## config.mk

```make
export PLATFORM = sky130hd
export DESIGN_NAME = servo_bank_smoother
export DESIGN_NICKNAME = d
export VERILOG_FILES = /design/src/hw/rtl/sbs_pkg.sv /design/src/hw/rtl/servo_bank_smoother.sv /design/src/hw/rtl/sbs_div.sv /design/src/hw/rtl/sbs_out.sv
export SDC_FILE = /design/constraint.sdc
export NUM_CORES = 2
export LEC_CHECK = 0
export ABC_AREA = 1
export CAP_MARGIN = 20
export CORE_MARGIN = 3
export CORE_UTILIZATION = 60
export DETAILED_ROUTE_END_ITERATION = 7
export DONT_BUFFER_PORTS = 1
export GPL_TIMING_DRIVEN = 0
export PLACE_DENSITY_LB_ADDON = 0.15
export SETUP_SLACK_MARGIN = 0.1
export SYNTH_ARGS = -nofsm -noshare
export SYNTH_HDL_FRONTEND = slang
export SYNTH_SLANG_ARGS = --single-unit
```

## constraint.sdc

```tcl
create_clock -name clk -period 11.1 [get_ports clk]
set_clock_uncertainty 0.15 [all_clocks]
set_input_delay 1.665 -clock clk [delete_from_list [all_inputs] [get_ports clk]]
set_output_delay 1.665 -clock clk [all_outputs]
set_load 0.05 [all_outputs]
```

## src/hw/rtl/sbs_pkg.sv

```systemverilog
// Shared types, constants and codes for the servo bank smoother.
package sbs_pkg;

	// Bank geometry
	localparam int LEGS         = 4;
	localparam int JOINTS       = 3;
	localparam int PWM_CHANNELS = 16;
	localparam int NSERVO       = LEGS * JOINTS;

	localparam int IDX_W  = $clog2(NSERVO + 1);
	localparam int JIDX_W = (NSERVO > 1) ? $clog2(NSERVO) : 1;
	localparam int LEG_W  = (LEGS > 1) ? $clog2(LEGS) : 1;
	localparam int J_W    = (JOINTS > 1) ? $clog2(JOINTS) : 1;

	// Field widths
	localparam int ANG_W = 16;
	localparam int PW_W  = 12;
	localparam int CH_W  = 4;
	localparam int CFG_W = 16;
	localparam int CIX_W = 3;

	// Datapath widths
	localparam int MUL_W  = 18;
	localparam int PROD_W = 2 * MUL_W;
	localparam int DEN_W  = 17;
	localparam int BASE_W = 28;
	localparam int TOT_W  = 29;
	localparam int CNT_W  = $clog2(PW_W);

	// Smoothing factor limits, Q1.15
	localparam logic [15:0] ALPHA_ONE = 16'd32768;
	localparam logic [15:0] ALPHA_MIN = 16'd1638;
	localparam logic [15:0] ALPHA_RST = 16'd3277;

	// Register reset values
	localparam logic signed [ANG_W-1:0] JMIN_RST  = -16'sd6431;
	localparam logic signed [ANG_W-1:0] JMAX_RST  = 16'sd6431;
	localparam logic signed [ANG_W-1:0] SMAX_RST  = 16'sd12296;
	localparam logic [PW_W-1:0]         PMIN_RST  = 12'd110;
	localparam logic [PW_W-1:0]         PMAX_RST  = 12'd510;
	localparam logic signed [ANG_W-1:0] START_RST = -16'sd6144;
	// Pulse of the start angle under the reset mapping
	localparam logic [PW_W-1:0]         LAST_RST  = 12'd118;

	localparam logic [CH_W-1:0] SENSOR_CH = 4'd15;

	typedef enum logic [1:0] {
		FN_LEG    = 2'd0,
		FN_SENSOR = 2'd1,
		FN_TICK   = 2'd2,
		FN_CAL    = 2'd3
	} func_t;

	typedef enum logic [CIX_W-1:0] {
		CFG_JMIN  = 3'd0,
		CFG_JMAX  = 3'd1,
		CFG_SMAX  = 3'd2,
		CFG_PMIN  = 3'd3,
		CFG_PMAX  = 3'd4,
		CFG_START = 3'd5
	} cfg_idx_t;

	typedef enum logic [3:0] {
		S_IDLE,
		S_SMOOTH,
		S_POSE,
		S_CLAMP,
		S_NUM,
		S_SUM,
		S_DIV,
		S_EMIT,
		S_FLUSH
	} state_t;

	typedef struct packed {
		func_t                    func;
		logic [1:0]               leg_select;
		logic signed [ANG_W-1:0]  hip_angle;
		logic signed [ANG_W-1:0]  knee_angle;
		logic signed [ANG_W-1:0]  foot_angle;
		logic [15:0]              smoothing;
		logic signed [ANG_W-1:0]  sensor_angle;
		logic [CH_W-1:0]          cal_channel;
		logic signed [15:0]       cal_pulse;
	} cmd_t;

	typedef struct packed {
		logic [CH_W-1:0] channel;
		logic [PW_W-1:0] pulse;
		logic            last;
	} wr_t;

	// Sequencer to output stage
	typedef struct packed {
		logic            emit;
		logic            flush;
		logic [CH_W-1:0] channel;
		logic [PW_W-1:0] pulse;
	} push_t;

	// Output stage status back to the sequencer
	typedef struct packed {
		logic ready;
		logic pending;
	} ostat_t;

endpackage

```

## src/hw/rtl/servo_bank_smoother.sv

```systemverilog
// Top level: servo state, shared multiplier and the tick sequencer.
//
// Leg commands, sensor targets and register writes update the state directly.
// A calibration write is pushed to the output stage and then flushed. A tick
// walks the 12 joints and then the sensor through one shared 18x18 multiplier
// (used for the smoothing step, the range base and the slope term) and a
// restoring divider that yields one quotient bit per cycle. A servo whose mapping
// range is empty skips the multiply and divide, and a stall on the result side
// holds the tick. The block takes no new command until a tick or calibration write
// is fully handed to the output. Each tick emits only the channels whose pulse
// changed, in the order front-left, front-right, back-right, back-left, sensor,
// with last set on the final write of the command. Writes to the start angle
// index are ignored; the start pose is fixed at its reset value.
module servo_bank_smoother (
	input  logic                          clk,
	input  logic                          arst_n,
	input  logic                          cmd_valid,
	output logic                          cmd_stall,
	input  sbs_pkg::cmd_t                 cmd,
	output logic                          wr_valid,
	input  logic                          wr_stall,
	output sbs_pkg::wr_t                  wr,
	input  logic                          cfg_we,
	input  logic [sbs_pkg::CIX_W-1:0]     cfg_index,
	input  logic [sbs_pkg::CFG_W-1:0]     cfg_data
);

	localparam int NS  = sbs_pkg::NSERVO;
	localparam int AW  = sbs_pkg::ANG_W;
	localparam int PW  = sbs_pkg::PW_W;

	sbs_pkg::state_t state_q, state_d;

	// Configuration
	logic signed [AW-1:0] jmin_q, jmax_q, smax_q;
	logic [PW-1:0]        pmin_q, pmax_q;

	// Servo state
	logic signed [AW-1:0] pose_q   [NS];
	logic signed [AW-1:0] target_q [NS];
	logic signed [AW-1:0] sensor_target_q;
	logic [15:0]          shared_alpha_q;
	logic [PW-1:0]        last_q   [NS+1];
	logic                 lval_q   [NS+1];

	// Sequencer counters
	logic [sbs_pkg::IDX_W-1:0] idx_q;
	logic [sbs_pkg::J_W-1:0]   jnt_q;
	logic [sbs_pkg::LEG_W-1:0] cleg_q;
	logic [15:0]               alpha_q;

	// Datapath registers
	logic signed [sbs_pkg::PROD_W-1:0] prod_q;
	logic signed [AW-1:0]              angle_q, lo_q, hi_q;
	logic [sbs_pkg::DEN_W-1:0]         den_q, off_q;
	logic [sbs_pkg::BASE_W-1:0]        base_q;
	logic [PW-1:0]                     pulse_q;

	logic                              cmd_acc;
	logic                              is_sensor;
	logic [sbs_pkg::JIDX_W-1:0]        jidx;
	logic signed [AW:0]                delta;
	logic signed [AW-1:0]              new_pose;
	logic signed [AW-1:0]              a_cl;
	logic                              empty_rng;
	logic signed [12:0]                pw_diff;
	logic signed [sbs_pkg::MUL_W-1:0]  mul_a, mul_b;
	logic signed [30:0]                tot;
	logic [sbs_pkg::TOT_W-1:0]         dividend;
	logic [15:0]                       alpha_cl;
	logic [PW-1:0]                     cal_sat;
	logic [sbs_pkg::CH_W-1:0]          cur_ch;
	logic                              changed;
	logic                              proceed;
	logic                              div_start, div_done;
	logic [PW-1:0]                     div_quot;
	sbs_pkg::push_t                    push;
	sbs_pkg::ostat_t                   ostat;

	// Datapath combinational terms
	always_comb begin
		is_sensor = (idx_q == sbs_pkg::IDX_W'(NS));
		jidx      = is_sensor ? '0 : sbs_pkg::JIDX_W'(idx_q);
		delta     = {target_q[jidx][AW-1], target_q[jidx]} - {pose_q[jidx][AW-1], pose_q[jidx]};
		new_pose  = pose_q[jidx] + prod_q[30:15];
		empty_rng = (hi_q <= lo_q);
		if (angle_q < lo_q) begin
			a_cl = lo_q;
		end else if (angle_q > hi_q) begin
			a_cl = hi_q;
		end else begin
			a_cl = angle_q;
		end
		pw_diff  = $signed({1'b0, pmax_q}) - $signed({1'b0, pmin_q});
		tot      = $signed({3'b000, base_q}) + prod_q[30:0];
		dividend = tot[30] ? '0 : tot[sbs_pkg::TOT_W-1:0];
		if (shared_alpha_q > sbs_pkg::ALPHA_ONE) begin
			alpha_cl = sbs_pkg::ALPHA_ONE;
		end else if (shared_alpha_q <= sbs_pkg::ALPHA_MIN) begin
			alpha_cl = sbs_pkg::ALPHA_MIN;
		end else begin
			alpha_cl = shared_alpha_q;
		end
		if (cmd.cal_pulse < 0) begin
			cal_sat = '0;
		end else if (cmd.cal_pulse > 16'sd4095) begin
			cal_sat = '1;
		end else begin
			cal_sat = cmd.cal_pulse[PW-1:0];
		end
		cur_ch  = is_sensor ? sbs_pkg::SENSOR_CH
		        : sbs_pkg::CH_W'(int'(cleg_q) * sbs_pkg::JOINTS + int'(jnt_q));
		changed = !lval_q[idx_q] || (last_q[idx_q] != pulse_q);
		proceed = !changed || ostat.ready;
	end

	// Shared multiplier operand select
	always_comb begin
		mul_a = '0;
		mul_b = '0;
		case (state_q)
			sbs_pkg::S_SMOOTH: begin
				mul_a = {delta[AW], delta};
				mul_b = {2'b00, alpha_q};
			end
			sbs_pkg::S_CLAMP: begin
				mul_a = {6'd0, pmin_q};
				mul_b = {1'b0, sbs_pkg::DEN_W'({hi_q[AW-1], hi_q} - {lo_q[AW-1], lo_q})};
			end
			sbs_pkg::S_NUM: begin
				mul_a = {1'b0, off_q};
				mul_b = {{5{pw_diff[12]}}, pw_diff};
			end
			default: begin
				mul_a = '0;
				mul_b = '0;
			end
		endcase
	end

	// Next state
	always_comb begin
		state_d = state_q;
		case (state_q)
			sbs_pkg::S_IDLE: begin
				if (cmd_acc && cmd.func == sbs_pkg::FN_TICK) begin
					state_d = sbs_pkg::S_SMOOTH;
				end else if (cmd_acc && cmd.func == sbs_pkg::FN_CAL) begin
					state_d = sbs_pkg::S_FLUSH;
				end
			end
			sbs_pkg::S_SMOOTH: state_d = is_sensor ? sbs_pkg::S_CLAMP : sbs_pkg::S_POSE;
			sbs_pkg::S_POSE:   state_d = sbs_pkg::S_CLAMP;
			sbs_pkg::S_CLAMP:  state_d = empty_rng ? sbs_pkg::S_EMIT : sbs_pkg::S_NUM;
			sbs_pkg::S_NUM:    state_d = sbs_pkg::S_SUM;
			sbs_pkg::S_SUM:    state_d = sbs_pkg::S_DIV;
			sbs_pkg::S_DIV: begin
				if (div_done) begin
					state_d = sbs_pkg::S_EMIT;
				end
			end
			sbs_pkg::S_EMIT: begin
				if (proceed) begin
					state_d = is_sensor ? sbs_pkg::S_FLUSH : sbs_pkg::S_SMOOTH;
				end
			end
			sbs_pkg::S_FLUSH: begin
				if (ostat.ready) begin
					state_d = sbs_pkg::S_IDLE;
				end
			end
			default: state_d = sbs_pkg::S_IDLE;
		endcase
	end

	// Sequencer outputs
	always_comb begin
		cmd_stall    = (state_q != sbs_pkg::S_IDLE);
		cmd_acc      = cmd_valid && (state_q == sbs_pkg::S_IDLE);
		div_start    = (state_q == sbs_pkg::S_SUM);
		push.emit    = 1'b0;
		push.flush   = 1'b0;
		push.channel = cur_ch;
		push.pulse   = pulse_q;
		case (state_q)
			sbs_pkg::S_IDLE: begin
				push.emit    = cmd_acc && (cmd.func == sbs_pkg::FN_CAL);
				push.channel = cmd.cal_channel;
				push.pulse   = cal_sat;
			end
			sbs_pkg::S_EMIT:  push.emit  = changed;
			sbs_pkg::S_FLUSH: push.flush = 1'b1;
			default: begin
				push.emit  = 1'b0;
				push.flush = 1'b0;
			end
		endcase
	end

	// Control state, configuration and servo state
	always_ff @(posedge clk or negedge arst_n) begin
		if (!arst_n) begin
			state_q         <= sbs_pkg::S_IDLE;
			jmin_q          <= sbs_pkg::JMIN_RST;
			jmax_q          <= sbs_pkg::JMAX_RST;
			smax_q          <= sbs_pkg::SMAX_RST;
			pmin_q          <= sbs_pkg::PMIN_RST;
			pmax_q          <= sbs_pkg::PMAX_RST;
			sensor_target_q <= '0;
			shared_alpha_q  <= sbs_pkg::ALPHA_RST;
			idx_q           <= '0;
			jnt_q           <= '0;
			cleg_q          <= '0;
			alpha_q         <= sbs_pkg::ALPHA_RST;
			for (int k = 0; k < NS; k++) begin
				pose_q[k]   <= sbs_pkg::START_RST;
				target_q[k] <= sbs_pkg::START_RST;
				last_q[k]   <= sbs_pkg::LAST_RST;
				lval_q[k]   <= 1'b1;
			end
			last_q[NS] <= '0;
			lval_q[NS] <= 1'b0;
		end else begin
			state_q <= state_d;

			// Register writes
			if (cfg_we) begin
				case (sbs_pkg::cfg_idx_t'(cfg_index))
					sbs_pkg::CFG_JMIN: jmin_q <= cfg_data;
					sbs_pkg::CFG_JMAX: jmax_q <= cfg_data;
					sbs_pkg::CFG_SMAX: smax_q <= cfg_data;
					sbs_pkg::CFG_PMIN: pmin_q <= cfg_data[PW-1:0];
					sbs_pkg::CFG_PMAX: pmax_q <= cfg_data[PW-1:0];
					default: begin
						jmin_q <= jmin_q;
					end
				endcase
			end

			// Commands taken in idle
			if (cmd_acc) begin
				case (cmd.func)
					sbs_pkg::FN_LEG: begin
						for (int l = 0; l < sbs_pkg::LEGS; l++) begin
							if (int'(cmd.leg_select) == l) begin
								for (int j = 0; j < sbs_pkg::JOINTS; j++) begin
									target_q[l*sbs_pkg::JOINTS+j] <= (j == 0) ? cmd.hip_angle
										: (j == 1) ? cmd.knee_angle : cmd.foot_angle;
									if (cmd.smoothing == '0) begin
										pose_q[l*sbs_pkg::JOINTS+j] <= (j == 0) ? cmd.hip_angle
											: (j == 1) ? cmd.knee_angle : cmd.foot_angle;
									end
								end
								shared_alpha_q <= cmd.smoothing;
							end
						end
					end
					sbs_pkg::FN_SENSOR: sensor_target_q <= cmd.sensor_angle;
					sbs_pkg::FN_TICK: begin
						idx_q   <= '0;
						jnt_q   <= '0;
						cleg_q  <= sbs_pkg::LEG_W'(2 % sbs_pkg::LEGS);
						alpha_q <= alpha_cl;
					end
					default: begin
						idx_q <= idx_q;
					end
				endcase
			end

			// Commit the smoothed pose
			if (state_q == sbs_pkg::S_POSE) begin
				pose_q[jidx] <= new_pose;
			end

			// Record the write and advance to the next servo
			if (state_q == sbs_pkg::S_EMIT && proceed) begin
				if (changed) begin
					last_q[idx_q] <= pulse_q;
					lval_q[idx_q] <= 1'b1;
				end
				if (!is_sensor) begin
					idx_q <= idx_q + 1'b1;
					if (jnt_q == sbs_pkg::J_W'(sbs_pkg::JOINTS - 1)) begin
						jnt_q  <= '0;
						cleg_q <= (cleg_q == sbs_pkg::LEG_W'(sbs_pkg::LEGS - 1)) ? '0
						        : cleg_q + 1'b1;
					end else begin
						jnt_q <= jnt_q + 1'b1;
					end
				end
			end
		end
	end

	// Datapath payload registers
	always_ff @(posedge clk) begin
		prod_q <= mul_a * mul_b;
		case (state_q)
			sbs_pkg::S_SMOOTH: begin
				if (is_sensor) begin
					angle_q <= sensor_target_q;
					lo_q    <= '0;
					hi_q    <= smax_q;
				end
			end
			sbs_pkg::S_POSE: begin
				angle_q <= new_pose;
				lo_q    <= jmin_q;
				hi_q    <= jmax_q;
			end
			sbs_pkg::S_CLAMP: begin
				if (empty_rng) begin
					pulse_q <= pmin_q;
				end else begin
					den_q <= sbs_pkg::DEN_W'({hi_q[AW-1], hi_q} - {lo_q[AW-1], lo_q});
					off_q <= sbs_pkg::DEN_W'({a_cl[AW-1], a_cl} - {lo_q[AW-1], lo_q});
				end
			end
			sbs_pkg::S_NUM: base_q <= prod_q[sbs_pkg::BASE_W-1:0];
			sbs_pkg::S_DIV: begin
				if (div_done) begin
					pulse_q <= div_quot;
				end
			end
			default: begin
				base_q <= base_q;
			end
		endcase
	end

	sbs_div u_div (
		.clk      (clk),
		.arst_n   (arst_n),
		.start    (div_start),
		.dividend (dividend),
		.divisor  (den_q),
		.done     (div_done),
		.quot     (div_quot)
	);

	sbs_out u_out (
		.clk      (clk),
		.arst_n   (arst_n),
		.push     (push),
		.stat     (ostat),
		.wr_valid (wr_valid),
		.wr_stall (wr_stall),
		.wr       (wr)
	);

`ifndef SYNTH
	// Nothing may be held back once the block is idle again
	a_idle_drained: assert property (@(posedge clk) disable iff (!arst_n)
		state_q == sbs_pkg::S_IDLE |-> !ostat.pending)
		else $error("held write left over in idle");

	// The divider only finishes while the sequencer waits for it
	a_div_owned: assert property (@(posedge clk) disable iff (!arst_n)
		div_done |-> state_q == sbs_pkg::S_DIV)
		else $error("divider finished outside divide state");

	// The servo index never runs past the sensor slot
	a_idx_range: assert property (@(posedge clk) disable iff (!arst_n)
		idx_q <= sbs_pkg::IDX_W'(NS))
		else $error("servo index out of range");

	// A blocked changed write keeps the sequencer on the same servo
	a_emit_hold: assert property (@(posedge clk) disable iff (!arst_n)
		(state_q == sbs_pkg::S_EMIT && changed && !ostat.ready)
		|=> (state_q == sbs_pkg::S_EMIT && $stable(idx_q)))
		else $error("write dropped while output was blocked");
`endif

endmodule

```

## src/hw/rtl/sbs_div.sv

```systemverilog
// Restoring divider, one quotient bit per cycle, 12-bit quotient.
module sbs_div (
	input  logic                           clk,
	input  logic                           arst_n,
	input  logic                           start,
	input  logic [sbs_pkg::TOT_W-1:0]      dividend,
	input  logic [sbs_pkg::DEN_W-1:0]      divisor,
	output logic                           done,
	output logic [sbs_pkg::PW_W-1:0]       quot
);

	logic                          busy_q;
	logic [sbs_pkg::CNT_W-1:0]     cnt_q;
	logic [sbs_pkg::DEN_W-1:0]     rem_q;
	logic [sbs_pkg::DEN_W-1:0]     den_q;
	logic [sbs_pkg::PW_W-1:0]      low_q;
	logic [sbs_pkg::PW_W-1:0]      q_q;
	logic [sbs_pkg::DEN_W:0]       trial;
	logic [sbs_pkg::DEN_W:0]       diff;
	logic                          qbit;

	// Shift in the next dividend bit and try the subtract
	always_comb begin
		trial = {rem_q, low_q[sbs_pkg::PW_W-1]};
		diff  = trial - {1'b0, den_q};
		qbit  = (trial >= {1'b0, den_q});
	end

	assign done = busy_q && (cnt_q == '0);
	assign quot = {q_q[sbs_pkg::PW_W-2:0], qbit};

	// Sequence control
	always_ff @(posedge clk or negedge arst_n) begin
		if (!arst_n) begin
			busy_q <= 1'b0;
			cnt_q  <= '0;
		end else if (start) begin
			busy_q <= 1'b1;
			cnt_q  <= sbs_pkg::CNT_W'(sbs_pkg::PW_W - 1);
		end else if (busy_q) begin
			if (cnt_q == '0) begin
				busy_q <= 1'b0;
			end else begin
				cnt_q <= cnt_q - 1'b1;
			end
		end
	end

	// Partial remainder and quotient; the top bits always sit below the divisor
	always_ff @(posedge clk) begin
		if (start) begin
			rem_q <= dividend[sbs_pkg::TOT_W-1:sbs_pkg::PW_W];
			low_q <= dividend[sbs_pkg::PW_W-1:0];
			den_q <= divisor;
			q_q   <= '0;
		end else if (busy_q) begin
			rem_q <= qbit ? diff[sbs_pkg::DEN_W-1:0] : trial[sbs_pkg::DEN_W-1:0];
			low_q <= {low_q[sbs_pkg::PW_W-2:0], 1'b0};
			q_q   <= {q_q[sbs_pkg::PW_W-2:0], qbit};
		end
	end

endmodule

```

## src/hw/rtl/sbs_out.sv

```systemverilog
// Output stage: one held write plus the output register, marks the final write.
module sbs_out (
	input  logic                clk,
	input  logic                arst_n,
	input  sbs_pkg::push_t      push,
	output sbs_pkg::ostat_t     stat,
	output logic                wr_valid,
	input  logic                wr_stall,
	output sbs_pkg::wr_t        wr
);

	logic                        pend_valid_q;
	logic [sbs_pkg::CH_W-1:0]    pend_ch_q;
	logic [sbs_pkg::PW_W-1:0]    pend_pw_q;
	logic                        out_valid_q;
	sbs_pkg::wr_t                out_q;
	logic                        slot_free;
	logic                        move;

	// A held write leaves only when a newer one arrives or the item ends
	assign slot_free  = !out_valid_q || !wr_stall;
	assign stat.ready = !pend_valid_q || slot_free;
	assign stat.pending = pend_valid_q;
	assign move = (push.emit || push.flush) && pend_valid_q && slot_free;

	assign wr_valid = out_valid_q;
	assign wr       = out_q;

	always_ff @(posedge clk or negedge arst_n) begin
		if (!arst_n) begin
			pend_valid_q <= 1'b0;
			out_valid_q  <= 1'b0;
		end else begin
			if (move) begin
				out_valid_q <= 1'b1;
			end else if (out_valid_q && !wr_stall) begin
				out_valid_q <= 1'b0;
			end
			if (push.emit && stat.ready) begin
				pend_valid_q <= 1'b1;
			end else if (push.flush && stat.ready) begin
				pend_valid_q <= 1'b0;
			end
		end
	end

	// Payload: hold new write, move held one out with its last flag
	always_ff @(posedge clk) begin
		if (move) begin
			out_q.channel <= pend_ch_q;
			out_q.pulse   <= pend_pw_q;
			out_q.last    <= push.flush;
		end
		if (push.emit && stat.ready) begin
			pend_ch_q <= push.channel;
			pend_pw_q <= push.pulse;
		end
	end

endmodule
```

# After elaboration in Yosys (flattened, before gate mapping)
# Index checks and enable logic that the tools add are counted.
[word_totals] reg_bits=935 latchBits=0 ramBits=0 romBits=0 output_inout_bits=19 wordCells=300 mem_count=0
[classes] add_sub_neg=12 n_mul=2 n_div=0 n_lt_le_gt_ge=12 n_eq_ne=29 n_shift=0 mux=105 n_bitwise=4 n_reduce_logical=53
[op_table] operator="$mux W192" count=3
[op_table] operator="$mux W16" count=29
[op_table] operator="$bwmux W192" count=1
[op_table] operator="$mux W48" count=4
[op_table] operator="$bwmux W156" count=1
[op_table] operator="$bmux W16 S4" count=2
[op_table] operator="$mux W12" count=9
[op_table] operator="$pmux W18 S3" count=2
[op_table] operator="$pmux W16 S2" count=3
[op_table] operator="$demux W16 S4" count=1
[op_table] operator="$mux W4" count=15
[op_table] operator="$mux W17" count=3
[op_table] operator="$sub A16 B16 Y17" count=3
[op_table] operator="$bmux W12 S4" count=1
[op_table] operator="$demux W12 S4" count=1
[op_table] operator="$pmux W4 S9" count=1
[op_table] operator="$add A28 B31 Y31" count=1
[op_table] operator="$mul A18 B18 Y31" count=1
[op_table] operator="$mux W29" count=1
[op_table] operator="$mux W2" count=12
[op_table] operator="$pmux W12 S2" count=1
[op_table] operator="$reduce_and A2 Y1" count=11
[op_table] operator="$ge A18 B17 Y1" count=1
[op_table] operator="$reduce_and A3 Y1" count=6
[op_table] operator="other kinds (46)" count=104

# Logic depth before layout (Yosys ltp)
[logic_depth] word_depth=11 depth_mapped=60 ltp_nobuf=53

# Hierarchy
# Synthesis repeated with hierarchy kept, for this count alone.
[unflattened] cells_unflattened=7132 hier_area_um2=59030.4
[by_module_without_submodules] mod="servo_bank_smoother" instances=1 cells_per_inst=6596 area_per_inst_um2=54129.4 seq_area_each_um2=21694.6
[by_module_without_submodules] mod="sbs_div" instances=1 cells_per_inst=489 area_per_inst_um2=3799.9 seq_area_each_um2=1726.7
[by_module_without_submodules] mod="sbs_out" instances=1 cells_per_inst=47 area_per_inst_um2=1101.1 seq_area_each_um2=1041.0

# Least setup slack after synthesis
# Ideal clock, no wire load.
[synth_timing] path_kind="reg-to-reg" from="register idx_q[0] (netlist bit)" to="register prod_q[28] (netlist bit)" arrival_time_ps=9370 path_slack_ps=1460 stages_incl_launch_ff=54 path_buffers=8 path_cell_list="dfrtp_1 > inv_2 > buf_6 > buf_2 > buf_2 > ha_1 > nand3_4 > nand2_4 > buf_6 > clkbuf_1 > clkbuf_1 > buf_1 > o22ai_1 > nand2_1 > nand3_1 > nand2_1 > o21ai_0 > inv_1 > (+18 left out) > fa_1 > inv_1 > ha_1 > a21oi_1 > nor2_1 > a211oi_1 > inv_1 > a21oi_1 > nor2_1 > nor2_1 > o21ai_0 > nand3_1 > nand2_1 > nand3_1 > nand2_1 > nand3_1 > nand2_1 > xor2_1"
[synth_between] elab_chain_cells=9 word_cells_on_any_way=12 classes_between="add/sub: 1; mul: 1; eq/ne: 1; mux: 8; bitwise: 1"
[synth_lines] item="start: declaration" line="servo_bank_smoother.sv:47" rtl="logic [sbs_pkg::IDX_W-1:0] idx_q;"
[synth_lines] item="start signal: assignment" line="servo_bank_smoother.sv:266" rtl="idx_q <= idx_q;"
[synth_lines] item="start signal: assignment" line="servo_bank_smoother.sv:283" rtl="idx_q <= idx_q + 1'b1;"
[synth_lines] item="$eq A4 B4 Y1" line="servo_bank_smoother.sv:82" rtl="is_sensor = (idx_q == sbs_pkg::IDX_W'(NS));"
[synth_lines] item="$mux W4 *" line="servo_bank_smoother.sv:83" rtl="jidx = is_sensor ? '0 : sbs_pkg::JIDX_W'(idx_q);"
[synth_lines] item="$not A4 Y5 (implied by the code) *" line="servo_bank_smoother.sv:84" rtl="delta = {target_q[jidx][AW-1], target_q[jidx]} - {pose_q[jidx][AW-1], pose_q[jidx]};"
[synth_lines] item="$bmux W16 S4" line="servo_bank_smoother.sv:84"
[synth_lines] item="$mux W16 (implied by the code) (2 in series)" line="servo_bank_smoother.sv:84"
[synth_lines] item="$sub A16 B16 Y17 *" line="servo_bank_smoother.sv:84"
[synth_lines] item="$pmux W18 S3 *" line="servo_bank_smoother.sv:121" rtl="case (state_q)"
[synth_lines] item="$mul A18 B18 Y31 *" line="servo_bank_smoother.sv:298" rtl="prod_q <= mul_a * mul_b;"
[synth_lines] item="end signal: assignment" line="servo_bank_smoother.sv:298"
[synth_lines] item="end: declaration" line="servo_bank_smoother.sv:53" rtl="logic signed [sbs_pkg::PROD_W-1:0] prod_q;"
# Mark *: on every way between the ends. The rest lies on a longest branch, timed or not. The select of a mux whose other input is x is not followed.
# A chain may end at the register's enable or synchronous reset.

# Worst setup path after layout
# Same ends and word-level chain as after synthesis.

==> impl_metrics.yaml <==
cts:
  root_buffer: "sky130_fd_sc_hd__clkbuf_16"
  worstSkewPairLatency_ns: 0.73
  post_cts_hold_buffer_count: 0
  clockBufferDepth: 3
  cts_max_level: 3
  tritoncts_buffer_count: 101
  tritoncts_clock_tree: "built"
  tritoncts_num_sinks: 935
  cts.clk_slew.worst_paths_ns: 0.06
worst_setup_path:
  cpPeakStageDelay_ns: 0.52
  worstSetupStartpointType: "flip-flop"
  slowest_stage: "sky130_fd_sc_hd__fa_1"
  worstSetupEndpointType: "flip-flop"
  worstPathMaxFanout: 19
  required_ns: 11.55
  cpLargestDelayFamily: "adder cells"
  critical_path.n_buffers_inverters: 13
  crit_top_cell: "sky130_fd_sc_hd__fa_1"
  regToRegSetupSlack_ns: 0.46
  path_class: "reg2reg"
  arrival_ns: 11.09
place:
  dp_hpwl_um: 167000
  port_buffers: 0
  post-place-cells: 8272
  gp_congestion: 1.09
pwr:
  power_frac_seq_pct: 28.4
  total_power_consumption_of_the_routed_design_uw: 20000
  power_switching_uw: 9730
  pwr-share-comb_pct: 54.2
  cell_area_power_density_nw_per_um2: 308
  p_int_uw: 10200
  ir_drop_worst_vdd_v: 0.000238
  sw_frac_of_total_pct: 48.7
  clock_power_share_pct: 17.4
  cellLeakagePower_uw: 0.0304
yosys:
  synth_async_sr_flop_share_pct: 74.0
  count_of_distinct_cell_types_in_the_synthesized_netlist: 77
  number_of_storage_elements_in_the_synthesis_netlist: 935
  postSynthNetCount: 7650
  syn-instance-count: 6982
  synth.cell_area_um2: 59000
  number_of_enable_type_register_cells_in_the_synthesized_netlist: 201
  yosysWarnings: 0
  synth_largest_type_area_fraction_pct: 20.2
  synth_area_leader_cell: "sky130_fd_sc_hd__dfrtp_1"
  ys_dominant_reg_cell: "sky130_fd_sc_hd__dfrtp_1"
  main_area_contributors_after_synthesis: "sky130_fd_sc_hd__dfrtp_1, sky130_fd_sc_hd__edfxtp_1, sky130_fd_sc_hd__fa_1"
  avgSynthCellArea_um2: 8.45
  synth-seq-area-share_pct: 41.5
sta:
  final-max-slew-violation-count: 162
  hold_violations: 0
  totalNegativeSetupSlack_ns: 0
  finalCritPeriodShare_pct: 95.9
  grt_setup_unrepaired: "false"
  tightest_slew_ns: 1.76
  fin_crit_ns: 10.64
  fmaxAchievable_ghz: 0.0940
  slew_headroom_pct: -17.4
  setup_viol: 0
final_layout:
  final_net_count: 7774
  areaGrowthSynthToFinish_pct: 9.98
  drive_gt1_share_pct: 10.3
  fin_cells: 8482
floorplanning:
  chipWidth_um: 320
  die-area_um2: 102000
  boundaryPins: 147
  std_cell_rows: 114
  floorplan.core_area_um2: 97100
  start_util_pct: 60.7
  chipHeight_um: 320
drt:
  routed-via-count: 53000
  detail_route.wirelength_um: 220000
  drtAntennaViolNets: 0
  detail_route.drc_violations: 1
  dr.first_iter.drc_count: 7282
  drt_pass1_iterations: 8
  avgRoutedWirePerCell_um: 26.0
  post_drt_via_cell_ratio: 6.25
hold_path:
  worst_min_delay_path_category: "reg2reg"
global_route:
  grt.overflow.total: 0
  antenna_violations_before_repair: 18
  grt_first_pass_wirelength_um: 324000
  grt_max_degree: 693
  grt_use_total_pct: 42.8
  first_global_vias: 50500
job:
  maxCapViolations: 0
status:
  failed_checks: "DRC, slew limit"
  status: "complete, but fails checks"
## final timing paths
kind	start	endpoint	depth (start not counted)
max	idx_q[0]	prod_q[28]	48
min	den_q[11]	u_div.den_q[11]	0
max reg2reg	idx_q[0]	prod_q[28]	48
min reg2reg	den_q[11]	u_div.den_q[11]	0
max in group asynchronous	arst_n	u_out.wr_valid	0
min in group asynchronous	arst_n	target_q[181]	0
## cell type report
| cell class | instances | area, um^2 |
|---|---|---|
| inverter | 993 | 3760 |
| timing repair buffer | 24 | 245 |
| antenna | 11 | 27.5 |
| buffer | 342 | 1670 |
| fill | 8212 | 32300 |
| tap | 1276 | 1600 |
| sequential | 935 | 24500 |
| clock buffer | 158 | 3010 |
| multi-input combinational | 4709 | 29700 |
| clock inverter | 34 | 390 |
## cell usage in the layout, fill, tap and decap left out, drive strengths merged, types with 20 or more instances in the layout
cell	Yosys	final
edfxtp	201	201
nand3	145	145
o21ai	1043	1043
nor3	21	21
nor2	423	423
nand4	22	22
or2	41	41
xnor2	43	43
a211oi	25	25
fa	295	295
ha	245	245
clkinv	13	33
a221oi	20	20
clkbuf	265	408
a32oi	33	33
buf	80	116
dfxtp	42	42
a22oi	29	29
nand2	1516	1516
a21oi	481	481
inv	980	980
dfrtp	477	477
dfstp	215	215
o22ai	58	58
xor2	71	71
o31ai	29	29
a32o	23	23
o211ai	30	30
## repair_timing
item / in CTS / in global routing
endpoints found under the setup margin: 22 / 11
resized for setup: 106 / 127
setup buffers: 0 / 10
pin swaps: 1 / 6
endpoints found under the hold margin: 0 / 0
## synthesized netlist by cell type, drive strengths merged (9+ instances only)
master  count
a32o       23
a22o       14
ha        245
a21oi     481
nor4        9
o31ai      29
a32oi      33
clkinv     13
dfxtp      42
edfxtp    201
a22oi      29
o211ai     30
buf        80
inv       980
nor3       21
nand4      22
o22ai      58
xor2       71
o21ai    1043
fa        295
nor2      423
nand3     145
a211oi     25
dfrtp     477
xnor2      43
mux2       16
clkbuf    265
nand2    1516
dfstp     215
a221oi     20
or2        41
a31oi      16
## metrics by stage
step                worst slack (ns)  util (%)  hold slack (ns)  cell area (um^2)
floorplan                       1.46         -            0.250             59000
global placement               -2.21      62.4            0.250             60600
detailed placement             -2.38      62.6            0.255             60800
CTS                           0.0908      66.3            0.268             64400
global route                  0.0728      66.8            0.274             64800
finish                         0.461      66.8            0.268             64900
## power by group through the flow
stage	logic [uW]	registers, uW	clock network, uW
after floorplan	6600	5390	0
after global placement	9780	5650	0
after detailed placement	10000	5660	0
after CTS	10100	5620	3470
after global routing	11600	5740	3620
final	10800	5670	3480
## flip-flops by register name, indices dropped and copies added (netlist names), 17 cells and up, named ones only
register,count
u_out.wr,17
u_div.den_q,17
den_q,17
target_q,192
prod_q,31
base_q,28
off_q,17
u_div.rem_q,17
pose_q,192
last_q,156
## routing by layer
layer	track usage [%]	vias up	wire length, um
li1	-	23100	-
met2	60.7	3671	90400
met1	58.9	25500	84700
met4	21.8	18	13700
met3	14.3	715	31500
met5	0	-	110
## cells by family (layout without fill, tap and decap cells)
kind of cell | count (synthesis) | after routing | share of synthesized area (%)
AOI/OAI and AO/OA | 1844 | 1844 | 17.2
xor gates and xnor gates | 114 | 114 | 1.71
buffers and inverters | 1338 | 1551 | 8.83
and+or+nand+nor | 2194 | 2194 | 15.2
DFF | 935 | 935 | 41.5
other | 0 | 11 | 0
muxes | 17 | 17 | 0.322
adders and majority gates | 540 | 540 | 15.2
Note: power is estimated with default switching activity, not from simulation.
